File: src/hw/rtl/priority_queue_extract_max_assert.svh
// Assertion helpers used by the sequencer, pqem_seq.
`ifndef PRIORITY_QUEUE_EXTRACT_MAX_ASSERT_SVH
`define PRIORITY_QUEUE_EXTRACT_MAX_ASSERT_SVH

// Same-cycle implication, checked outside reset.
`define PQEM_ASSERT_NOW(label, clk, rst_n, ante, cons) \
  label: assert property (@(posedge clk) disable iff (!rst_n) (ante) |-> (cons)) \
    else $error("pqem check failed");

// Next-cycle implication, checked outside reset.
`define PQEM_ASSERT_NEXT(label, clk, rst_n, ante, cons) \
  label: assert property (@(posedge clk) disable iff (!rst_n) (ante) |=> (cons)) \
    else $error("pqem check failed");

`endif

File: src/hw/rtl/pqem_pkg.sv
`timescale 1ns / 1ps
`default_nettype none

package pqem_pkg;

  localparam int DEPTH_DEF = 16;
  localparam int VAL_W     = 32;
  localparam int PRI_W     = 8;
  localparam int OP_W      = 2;

  typedef enum logic [OP_W-1:0] {
    OP_ADD     = 2'd0,
    OP_EXTRACT = 2'd1,
    OP_CLEAR   = 2'd2
  } op_t;

  typedef enum logic [1:0] {
    ST_IDLE,
    ST_SCAN,
    ST_REMOVE,
    ST_DONE
  } state_t;

  typedef struct packed {
    logic signed [VAL_W-1:0] val;
    logic [PRI_W-1:0]        pri;
  } entry_t;

  // load: write the slot at wr_idx; shift: move one place toward the head;
  // wrap: the tail slot takes the head entry instead of its right neighbor
  typedef struct packed {
    logic load;
    logic shift;
    logic wrap;
  } cell_ctrl_t;

endpackage

`default_nettype wire

File: src/hw/rtl/priority_queue_extract_max.sv
`timescale 1ns / 1ps
`default_nettype none

// Bounded priority queue of (value, priority) pairs kept in arrival order in a
// row of DEPTH cells. op 0 adds a pair (ok=0 when full), op 1 removes the
// highest priority entry, the earliest one on a tie (ok=0 when empty), op 2
// clears; every request returns one result with the count and empty/full
// flags after the operation. A successful extract rotates the cell row once
// through all entries held to find the winner and once more to drop it and
// restore order. Requests are taken one at a time; a finished result waits in
// the output register while the next request is accepted, and the block
// stalls only if a second result is ready before the first has been taken.
module priority_queue_extract_max
  import pqem_pkg::*;
#(
  parameter int DEPTH = DEPTH_DEF,
  localparam int IDX_W = $clog2(DEPTH),
  localparam int CNT_W = $clog2(DEPTH + 1)
) (
  input  wire logic                    clk,
  input  wire logic                    rst_n,
  input  wire logic                    in_valid,
  output logic                         in_ready,
  input  wire logic [OP_W-1:0]         in_op,
  input  wire logic signed [VAL_W-1:0] in_item_value,
  input  wire logic [PRI_W-1:0]        in_item_priority,
  output logic                         out_valid,
  input  wire logic                    out_ready,
  output logic                         out_ok,
  output logic signed [VAL_W-1:0]      out_value,
  output logic [PRI_W-1:0]             out_priority,
  output logic [CNT_W-1:0]             out_entry_count,
  output logic                         out_is_empty,
  output logic                         out_is_full
);

  cell_ctrl_t       ctrl;
  logic [IDX_W-1:0] wr_idx;
  logic [IDX_W-1:0] tail_idx;
  entry_t           wr_entry;
  entry_t           head_entry;
  entry_t           chain_q [DEPTH];

  assign head_entry = chain_q[0];

  for (genvar i = 0; i < DEPTH; i++) begin : g_cell
    entry_t right;
    if (i == DEPTH - 1) begin : g_last
      assign right = head_entry;
    end else begin : g_mid
      assign right = chain_q[i+1];
    end

    pqem_cell #(
      .DEPTH (DEPTH),
      .IDX   (i)
    ) u_cell (
      .clk         (clk),
      .ctrl        (ctrl),
      .wr_idx      (wr_idx),
      .tail_idx    (tail_idx),
      .wr_entry    (wr_entry),
      .head_entry  (head_entry),
      .right_entry (right),
      .entry_q     (chain_q[i])
    );
  end

  pqem_seq #(
    .DEPTH (DEPTH)
  ) u_seq (
    .clk              (clk),
    .rst_n            (rst_n),
    .in_valid         (in_valid),
    .in_ready         (in_ready),
    .in_op            (in_op),
    .in_item_value    (in_item_value),
    .in_item_priority (in_item_priority),
    .out_valid        (out_valid),
    .out_ready        (out_ready),
    .out_ok           (out_ok),
    .out_value        (out_value),
    .out_priority     (out_priority),
    .out_entry_count  (out_entry_count),
    .out_is_empty     (out_is_empty),
    .out_is_full      (out_is_full),
    .head_entry       (head_entry),
    .ctrl             (ctrl),
    .wr_idx           (wr_idx),
    .tail_idx         (tail_idx),
    .wr_entry         (wr_entry)
  );

endmodule

`default_nettype wire

File: src/hw/rtl/pqem_cell.sv
`timescale 1ns / 1ps
`default_nettype none

module pqem_cell
  import pqem_pkg::*;
#(
  parameter int DEPTH = DEPTH_DEF,
  parameter int IDX   = 0,
  localparam int IDX_W = $clog2(DEPTH)
) (
  input  wire logic             clk,
  input  wire cell_ctrl_t       ctrl,
  input  wire logic [IDX_W-1:0] wr_idx,
  input  wire logic [IDX_W-1:0] tail_idx,
  input  wire entry_t           wr_entry,
  input  wire entry_t           head_entry,
  input  wire entry_t           right_entry,
  output entry_t                entry_q
);

  localparam logic [IDX_W-1:0] MY_IDX = IDX_W'(IDX);

  entry_t entry_r;
  entry_t entry_nxt;

  always_comb begin
    entry_nxt = entry_r;
    if (ctrl.load && (wr_idx == MY_IDX)) begin
      entry_nxt = wr_entry;
    end else if (ctrl.shift) begin
      entry_nxt = (ctrl.wrap && (tail_idx == MY_IDX)) ? head_entry : right_entry;
    end
  end

  always_ff @(posedge clk) begin
    entry_r <= entry_nxt;
  end

  assign entry_q = entry_r;

endmodule

`default_nettype wire

File: src/hw/rtl/pqem_seq.sv
`timescale 1ns / 1ps
`default_nettype none

`include "priority_queue_extract_max_assert.svh"

module pqem_seq
  import pqem_pkg::*;
#(
  parameter int DEPTH = DEPTH_DEF,
  localparam int IDX_W = $clog2(DEPTH),
  localparam int CNT_W = $clog2(DEPTH + 1)
) (
  input  wire logic                    clk,
  input  wire logic                    rst_n,
  input  wire logic                    in_valid,
  output logic                         in_ready,
  input  wire logic [OP_W-1:0]         in_op,
  input  wire logic signed [VAL_W-1:0] in_item_value,
  input  wire logic [PRI_W-1:0]        in_item_priority,
  output logic                         out_valid,
  input  wire logic                    out_ready,
  output logic                         out_ok,
  output logic signed [VAL_W-1:0]      out_value,
  output logic [PRI_W-1:0]             out_priority,
  output logic [CNT_W-1:0]             out_entry_count,
  output logic                         out_is_empty,
  output logic                         out_is_full,
  input  wire entry_t                  head_entry,
  output cell_ctrl_t                   ctrl,
  output logic [IDX_W-1:0]             wr_idx,
  output logic [IDX_W-1:0]             tail_idx,
  output entry_t                       wr_entry
);

  state_t state_r, state_nxt;

  logic [CNT_W-1:0]        count_r, count_nxt;
  logic [CNT_W-1:0]        n_r, n_nxt;
  logic [IDX_W-1:0]        step_r, step_nxt;
  logic [IDX_W-1:0]        best_idx_r, best_idx_nxt;
  logic [PRI_W-1:0]        best_pri_r, best_pri_nxt;
  logic                    res_ok_r, res_ok_nxt;
  logic signed [VAL_W-1:0] res_val_r, res_val_nxt;
  logic [PRI_W-1:0]        res_pri_r, res_pri_nxt;
  logic                    out_valid_r, out_valid_nxt;
  logic                    out_ok_r, out_ok_nxt;
  logic signed [VAL_W-1:0] out_value_r, out_value_nxt;
  logic [PRI_W-1:0]        out_pri_r, out_pri_nxt;
  logic [CNT_W-1:0]        out_count_r, out_count_nxt;

  logic             accept;
  logic             last_step;
  logic [CNT_W-1:0] tail_full;

  assign in_ready  = (state_r == ST_IDLE);
  assign accept    = in_valid && in_ready;
  assign last_step = (CNT_W'(step_r) == (n_r - CNT_W'(1)));
  assign tail_full = count_r - CNT_W'(1);
  assign tail_idx  = tail_full[IDX_W-1:0];
  assign wr_idx    = count_r[IDX_W-1:0];
  assign wr_entry  = '{val: in_item_value, pri: in_item_priority};

  always_comb begin
    state_nxt     = state_r;
    count_nxt     = count_r;
    n_nxt         = n_r;
    step_nxt      = step_r;
    best_idx_nxt  = best_idx_r;
    best_pri_nxt  = best_pri_r;
    res_ok_nxt    = res_ok_r;
    res_val_nxt   = res_val_r;
    res_pri_nxt   = res_pri_r;
    out_valid_nxt = out_valid_r && !out_ready;
    out_ok_nxt    = out_ok_r;
    out_value_nxt = out_value_r;
    out_pri_nxt   = out_pri_r;
    out_count_nxt = out_count_r;
    ctrl          = '0;

    unique case (state_r)
      ST_IDLE: begin
        if (accept) begin
          res_ok_nxt  = 1'b0;
          res_val_nxt = '0;
          res_pri_nxt = '0;
          state_nxt   = ST_DONE;
          unique case (op_t'(in_op))
            OP_ADD: begin
              if (count_r < CNT_W'(DEPTH)) begin
                ctrl.load  = 1'b1;
                count_nxt  = count_r + CNT_W'(1);
                res_ok_nxt = 1'b1;
              end
            end
            OP_EXTRACT: begin
              if (count_r != '0) begin
                n_nxt     = count_r;
                step_nxt  = '0;
                state_nxt = ST_SCAN;
              end
            end
            OP_CLEAR: begin
              count_nxt  = '0;
              res_ok_nxt = 1'b1;
            end
            default: begin
            end
          endcase
        end
      end

      // rotate the whole queue once; strict compare keeps the earliest on a tie
      ST_SCAN: begin
        ctrl.shift = 1'b1;
        ctrl.wrap  = 1'b1;
        if ((step_r == '0) || (head_entry.pri > best_pri_r)) begin
          best_idx_nxt = step_r;
          best_pri_nxt = head_entry.pri;
        end
        if (last_step) begin
          step_nxt  = '0;
          state_nxt = ST_REMOVE;
        end else begin
          step_nxt = step_r + IDX_W'(1);
        end
      end

      // rotate again, dropping the winner when it reaches the head
      ST_REMOVE: begin
        ctrl.shift = 1'b1;
        if (step_r == best_idx_r) begin
          ctrl.wrap   = 1'b0;
          res_ok_nxt  = 1'b1;
          res_val_nxt = head_entry.val;
          res_pri_nxt = head_entry.pri;
          count_nxt   = count_r - CNT_W'(1);
        end else begin
          ctrl.wrap = 1'b1;
        end
        if (last_step) begin
          state_nxt = ST_DONE;
        end else begin
          step_nxt = step_r + IDX_W'(1);
        end
      end

      ST_DONE: begin
        if (!out_valid_r || out_ready) begin
          out_valid_nxt = 1'b1;
          out_ok_nxt    = res_ok_r;
          out_value_nxt = res_val_r;
          out_pri_nxt   = res_pri_r;
          out_count_nxt = count_r;
          state_nxt     = ST_IDLE;
        end
      end

      default: begin
        state_nxt = ST_IDLE;
      end
    endcase
  end

  always_ff @(posedge clk) begin
    if (!rst_n) begin
      state_r <= ST_IDLE;
    end else begin
      state_r <= state_nxt;
    end
  end

  always_ff @(posedge clk) begin
    if (!rst_n) begin
      count_r     <= '0;
      out_valid_r <= 1'b0;
    end else begin
      count_r     <= count_nxt;
      out_valid_r <= out_valid_nxt;
    end
    n_r         <= n_nxt;
    step_r      <= step_nxt;
    best_idx_r  <= best_idx_nxt;
    best_pri_r  <= best_pri_nxt;
    res_ok_r    <= res_ok_nxt;
    res_val_r   <= res_val_nxt;
    res_pri_r   <= res_pri_nxt;
    out_ok_r    <= out_ok_nxt;
    out_value_r <= out_value_nxt;
    out_pri_r   <= out_pri_nxt;
    out_count_r <= out_count_nxt;
  end

  assign out_valid       = out_valid_r;
  assign out_ok          = out_ok_r;
  assign out_value       = out_value_r;
  assign out_priority    = out_pri_r;
  assign out_entry_count = out_count_r;
  assign out_is_empty    = (out_count_r == '0);
  assign out_is_full     = (out_count_r == CNT_W'(DEPTH));

  `PQEM_ASSERT_NOW(a_count_bound, clk, rst_n, 1'b1, count_r <= CNT_W'(DEPTH))
  `PQEM_ASSERT_NOW(a_step_in_range, clk, rst_n,
    (state_r == ST_SCAN) || (state_r == ST_REMOVE), CNT_W'(step_r) < n_r)
  `PQEM_ASSERT_NOW(a_result_from_done, clk, rst_n, $rose(out_valid_r),
    $past(state_r) == ST_DONE)
  `PQEM_ASSERT_NEXT(a_extract_drops_one, clk, rst_n,
    (state_r == ST_REMOVE) && (state_nxt == ST_DONE), count_r == (n_r - CNT_W'(1)))

endmodule

`default_nettype wire

File: config.mk
export PLATFORM = sky130hd
export DESIGN_NAME = priority_queue_extract_max
export DESIGN_NICKNAME = d
export VERILOG_FILES = /design/src/hw/rtl/pqem_pkg.sv /design/src/hw/rtl/priority_queue_extract_max.sv /design/src/hw/rtl/pqem_cell.sv /design/src/hw/rtl/pqem_seq.sv
export VERILOG_INCLUDE_DIRS = /design/src /design/src/hw/rtl
export SDC_FILE = /design/constraint.sdc
export NUM_CORES = 1
export LEC_CHECK = 0
export BUFFER_PORTS_ARGS = -buffer_cell sky130_fd_sc_hd__buf_4
export CORE_ASPECT_RATIO = 1.75
export CORE_UTILIZATION = 56
export CTS_BUF_LIST = sky130_fd_sc_hd__clkbuf_8
export DETAILED_ROUTE_END_ITERATION = 16
export PLACE_DENSITY = 0.71
export SLEW_MARGIN = 15
export SYNTH_ARGS = -nofsm -noshare
export SYNTH_HDL_FRONTEND = slang
export SYNTH_SLANG_ARGS = --single-unit
File: constraint.sdc
create_clock -name clk -period 13.7 [get_ports clk]
set_clock_uncertainty 0.15 [all_clocks]
set_input_delay 2.055 -clock clk [delete_from_list [all_inputs] [get_ports clk]]
set_output_delay 2.055 -clock clk [all_outputs]
set_load 0.02 [all_outputs]
==> results.yml, run 1 <==
outcome:
  status: "completed"
synthesis:
  ys_types: 61
  synth.yosys.warnings: 0
  synth-edff-count: 748
  synth_most_common_cell: "edfxtp_1"
  syn_nets: 3448
  mappedNetlistArea_sq_um: 36780
  synth_top_area_cell: "edfxtp_1"
  ys_dominant_reg_cell: "edfxtp_1"
  synth_largest_type_area_fraction: 0.6107
  mean_syn_cell_area_sq_um: 10.88
  synthArstFlopShare: 0
  synth_top_cells_by_area: "edfxtp_1, mux2i_1, nand2_1, nor2_1, a31oi_1"
  postSynthRegisterBits: 756
  netlist_instances: 3381
  synth.cells.most_frequent: "edfxtp_1, nand2_1, nor2_1"
  fraction_of_the_yosys_area_taken_by_sequential_cells: 0.6151
placed_design:
  gpl.final_weighted_congestion: 0.8870
  place_hpwl_um: 62010
  buffer_ports.inserted: 95
  placed_cell_area_sq_um: 37850
  placed_cells_incl_taps: 4013
worst_hold_path:
  worstHoldStart: "u_seq.res_pri_r[6]"
  worstHoldEndpoint: "u_seq.out_priority[6]"
  whs_path_depth: 0
  min_path_type: "reg2reg"
floorplan:
  row_count: 124
  ioPinCount: 96
  fp.dieArea_sq_um: 66750
  start_util: 0.5644
  core_area_sq_um: 65160
  die_width_um: 195.7
  chipHeight_um: 341.0
critical_path:
  timing.critical_path.from_type: "input port"
  reg2reg_depth: 4
  worst-endpoint-required_ns: 13.89
  criticalPathCategory: "in2reg"
  cp-end-kind: "flop"
  worstReg2RegEnd: "g_cell[7].u_cell.entry_q[35]"
  worst-path-max-fanout: 81
  setup.reg_to_reg.worst_slack_ns: 9.39
  r2r_start: "u_seq.count_r[2]"
  critPathArrivalTime_ns: 4.92
job:
  maxCapViolations: 0
clocking:
  hold_buffers: 0
  clk-insertion-delay-late_ns: 0.74
  cts_max_level: 3
  clk_pin_slew_worst_paths_ns: 0.06
  tritoncts: "done"
  clock_path_buffers: 3
  numClockSinks: 756
  cts_made_buffers: 106
  post_cts.resized_instances: 0
  cts-root-buf: "clkbuf_8"
  post_cts_buffers: 0
power_and_ir_drop:
  p_leak_nw: 16.32
  power_frac_comb: 0.275
  share_seq_of_total_power: 0.551
  vdd_drop_max_mv: 0.1179
  switching_power_w: 0.003328
  p_per_area_nw_per_um2: 237.7
  power.share.clock: 0.174
  internal_power_w: 0.006133
  switching_share: 0.3518
  total_power_w: 0.009460
global_route:
  maximum_number_of_pins_on_one_net_before_global_route_repair: 82
  initial_antenna_violation_count: 1
  globalRouteTotalUtil: 0.2830
  first_global_vias: 26150
  grt_first_pass_wirelength_um: 145000
  grt_overflow: 0
detailed_routing:
  overall_routed_net_length_um: 94180
  antenna_violating_nets_post_route: 0
  detailedRoute.firstPassIterationCount: 6
  avgViaCountPerCell: 6.155
  drt_iter0_markers: 2049
  vias: 25920
  routedWlPerCell_um: 22.36
  drc: 0
layout:
  drive_gt1_frac: 0.1162
  area_occupied_by_multi_input_gates_sq_um: 13200
  finish.cell_count_without_fillers: 4212
  finish.instance_area_sq_um: 39800
  area_growth_pct: 8.219
  filler_cell_count_in_the_final_layout: 5097
  number_of_nets_in_the_layout: 3370
  flip_flop_and_latch_area_sq_um: 22620
sta:
  slew_viol_final: 0
  relSlewSlack: 0.1933
  fmaxAchievable_mhz: 211.0
  report.final.setup_viol: 0
  final_min_period_over_clock_period: 0.3460
  finalSetupTns_ns: 0
  transition_time_of_the_tightest_slew_check_pin_ns: 1.201
  final-hold-violation-count: 0
  fin_hold_ws_ns: 0.2682
  setup_repair_after_global_routing_missed_its_margin: "no"
  finalWorstPathRequiredPeriod_ns: 4.740
logic make-up (layout without fill, tap and decap cells):
group,after synthesis,after routing,synth area share
multiplexers,362,362,0.1012
other,0,1,0
XOR/XNOR,11,11,0.002824
buffers and inverters,336,347,0.03800
flip-flops,756,756,0.6151
AO/OA/AOI/OAI,632,632,0.1007
adder cells (fa/ha/maj),21,21,0.007144
AND/OR/NAND/NOR,1263,1263,0.1351
state kept, by name, indices dropped and copies added (netlist names), 2 cells and up:
name	count
u_seq.res_val_r	32
u_seq.best_idx_r	4
u_seq.out_entry_count	5
u_seq.state_r	2
u_seq.out_value	32
u_seq.res_pri_r	8
u_seq.out_priority	8
g_cell.u_cell.entry_q	640
u_seq.n_r	5
u_seq.step_r	4
u_seq.best_pri_r	8
u_seq.count_r	5
per-stage QoR:
| stage | utilization | setup slack (ns) |
|---|---|---|
| final | 0.6108 | 8.960 |
| after global routing | 0.6108 | 8.748 |
| after CTS | 0.6103 | 9.021 |
| after detailed placement | 0.5808 | 8.266 |
| after global placement | 0.5808 | 8.255 |
| after floorplan | - | 7.894 |
per-layer routing:
metal  GRT usage  vias to the layer above  part of all wire
li1            -                    11970                 -
met1      0.3041                    12620              0.35
met2      0.5211                     1055              0.53
met3     0.05070                      282             0.068
met4      0.1571                        0             0.051
met5           0                        -                 0
area by class of cell:
cell class / count / area share
sequential: 756 / 0.5684
timing repair buffer: 122 / 0.02351
clock inverter: 89 / 0.01081
tap: 819 / 0.02575
inverter: 28 / 0.002641
clock buffer: 108 / 0.03735
multi-input combinational: 2289 / 0.3315
antenna: 1 / 0.00006287
worst max path at each step:
stage                         from                             to  slack, ns
final                     in_valid   g_cell[1].u_cell.entry_q[29]       8.96
after global routing      in_valid  g_cell[13].u_cell.entry_q[31]       8.75
after CTS                 in_valid    g_cell[1].u_cell.entry_q[7]       9.02
after detailed placement  in_valid   g_cell[1].u_cell.entry_q[27]       8.27
after global placement    in_valid  g_cell[13].u_cell.entry_q[21]       8.26
after floorplan           in_valid                 u_seq.res_ok_r       7.89
power by group through the flow:
stage | registers, W | clock network (W) | logic (W)
after detailed placement | 0.00525 | 0 | 0.00259
final | 0.00521 | 0.00165 | 0.00260
after global placement | 0.00518 | 0 | 0.00246
after floorplan | 0.00482 | 0 | 0.00193
after CTS | 0.00520 | 0.00167 | 0.00260
after global routing | 0.00532 | 0.00176 | 0.00284
layout by cell type, fill, tap and decap left out, drive strengths merged, types with 7 or more instances in the layout:
cell	n
edfxtp	748
clkbuf	108
mux2i	283
mux2	79
and2	40
xnor2	8
inv	67
o22ai	7
a21oi	289
nand2	590
dfxtp	8
clkinv	45
a31oi	282
nor2b	7
ha	21
nor2	579
buf	122
o21ai	16
nand3	17
critical path, stage by stage:
cell	delay, ns
buf_4	0.10
nand2_1	0.16
nor4_2	0.25
buf_4	0.40
nand3_4	0.72
nand2_2	1.20
(Power assumes the default switching activity.)
==> inputs of run 2 (changes only) <==
ABC_AREA = 1   (was unset)
clock period = 4.52 ns   (was 13.7 ns; I/O delays follow)
==> results.yml, run 2 <==
outcome:
  status: "completed"
placed_design:
  dp_worst_setup_slack_ns: 0.9033
  gpl.final_weighted_congestion: 0.9279
  buffer_ports.inserted: 95
  place_hpwl_um: 71950
synthesis:
  synthArstFlopShare: 0
  postSynthRegisterBits: 756
  netlist_instances: 5188
  mean_syn_cell_area_sq_um: 8.093
  ys_types: 26
  syn_nets: 5255
  fraction_of_the_yosys_area_taken_by_sequential_cells: 0.5388
  synth.cells.most_frequent: "nand2_1, edfxtp_1, inv_1"
  synth-edff-count: 748
  synth_top_area_cell: "edfxtp_1"
  mappedNetlistArea_sq_um: 41990
  synth.yosys.warnings: 0
  ys_dominant_reg_cell: "edfxtp_1"
  synth_largest_type_area_fraction: 0.5350
  synth_top_cells_by_area: "edfxtp_1, nand2_1, nand4_1, nand3_1, inv_1"
  synth_most_common_cell: "nand2_1"
sta:
  relSlewSlack: 0.1031
  post-route-worst-setup-slack_ns: 1.008
  finalWorstPathRequiredPeriod_ns: 3.512
  final-hold-violation-count: 0
  transition_time_of_the_tightest_slew_check_pin_ns: 1.345
  fmaxAchievable_mhz: 284.7
  slew_viol_final: 0
  report.final.setup_viol: 0
  final_min_period_over_clock_period: 0.7771
  fin_hold_ws_ns: 0.07101
  finalSetupTns_ns: 0
  setup_repair_after_global_routing_missed_its_margin: "no"
clocking:
  cts_max_level: 3
  clk-insertion-delay-late_ns: 0.77
  clk_pin_slew_worst_paths_ns: 0.07
  numClockSinks: 756
  cts-root-buf: "clkbuf_8"
  cts_made_buffers: 106
  tritoncts: "done"
  post_cts.resized_instances: 0
  post_cts_buffers: 0
  clock_path_buffers: 3
detailed_routing:
  vias: 34500
  drc: 0
  drt_iter0_markers: 3972
  antenna_violating_nets_post_route: 0
  routedWlPerCell_um: 18.22
  detailedRoute.firstPassIterationCount: 8
  overall_routed_net_length_um: 110100
  avgViaCountPerCell: 5.710
floorplan:
  ioPinCount: 96
  start_util: 0.5662
  core_area_sq_um: 74160
  die_width_um: 209.0
  row_count: 132
  chipHeight_um: 364.2
  fp.dieArea_sq_um: 76120
critical_path:
  worst-path-max-fanout: 21
  worst-endpoint-required_ns: 4.87
  timing.critical_path.from_type: "flop"
  critPathArrivalTime_ns: 3.87
  cp-end-kind: "flop"
  criticalPathCategory: "reg2reg"
global_route:
  maximum_number_of_pins_on_one_net_before_global_route_repair: 255
  globalRouteTotalUtil: 0.2881
  first_global_vias: 32520
  initial_antenna_violation_count: 1
  grt_first_pass_wirelength_um: 174700
  grt_overflow: 0
layout:
  final_common_cell: "nand2_1"
  fin_util: 0.6075
  layout.cells.most_common_list: "nand2_1, inv_1, edfxtp_1, nand3_1, nand4_1"
  drive_gt1_frac: 0.07602
  number_of_nets_in_the_layout: 5089
  largest_reg_flops: 640
  area_growth_pct: 7.292
power_and_ir_drop:
  p_per_area_nw_per_um2: 743.5
  p_leak_nw: 21.14
  total_power_w: 0.03349
  vdd_drop_max_mv: 1.157
worst_hold_path:
  min_path_type: "in2reg"
job:
  maxCapViolations: 0
-- run 2: through the flow --
step	area, sq um	instances
after floorplan	41990	5188
after global placement	43040	5851
after detailed placement	43040	5851
after CTS	45040	6042
after global routing	45050	6043
final	45050	6043
-- run 2: area by class of cell --
cell class                 count  area, sq um
clock buffer                 108         1486
clock inverter                82        509.2
inverter                     746         2800
antenna                        1        2.502
tap                          938         1174
multi-input combinational   3232        14950
sequential                   756        22620
timing repair buffer         180         1504
fill                        6382        29110
-- run 2: cells by family after synthesis --
group / after synthesis / synth area share
AND/OR/NAND/NOR: 3091 / 0.3296
buffers and inverters: 1200 / 0.1102
flip-flops: 756 / 0.5388
AO/OA/AOI/OAI: 113 / 0.01365
adder cells (fa/ha/maj): 21 / 0.006258
XOR/XNOR: 7 / 0.001460
-- run 2: report_power, final --
| part | switching, W | internal [W] |
|---|---|---|
| combinational | 0.0103 | 0.00335 |
| sequential | 0.00114 | 0.0135 |
| clock | 0.00271 | 0.00256 |
-- run 2: critical path, stage by stage, from the launching register on --
cell	delay, ns
dfxtp_1	0.50
inv_1	0.20
ha_1	0.28
inv_1	0.06
nand2_1	0.04
nand2_1	0.12
nand3_1	0.44
nor2_4	0.69
buf_4	0.39
nand4_1	0.13
nand3_1	0.17
nand2_1	0.07
-- run 2: timing repair --
action,in CTS,in global routing
hold buffers,1,0
setup endpoints to repair,0,0
endpoints found under the hold margin,4,0
-- run 2: worst paths after layout --
| path | slack (ns) | cells past startpoint | to | start |
|---|---|---|---|---|
| worst max-delay path | 1.01 | 11 | g_cell[7].u_cell.entry_q[31] | u_seq.count_r[0] |
| worst min-delay path | 0.07 | 4 | u_seq.out_valid | out_ready |
| worst max register to register | 1.01 | 11 | g_cell[7].u_cell.entry_q[31] | u_seq.count_r[0] |
| worst min register to register | 0.27 | 0 | u_seq.out_value[24] | u_seq.res_val_r[24] |
-- run 2: per-layer routing --
layer	global-route usage	share of wire	vias to the layer above
met3	0.04368	0.082	257
met2	0.4882	0.48	1644
li1	-	-	16780
met4	0.1142	0.029	0
met5	0	0	-
met1	0.3708	0.41	15820
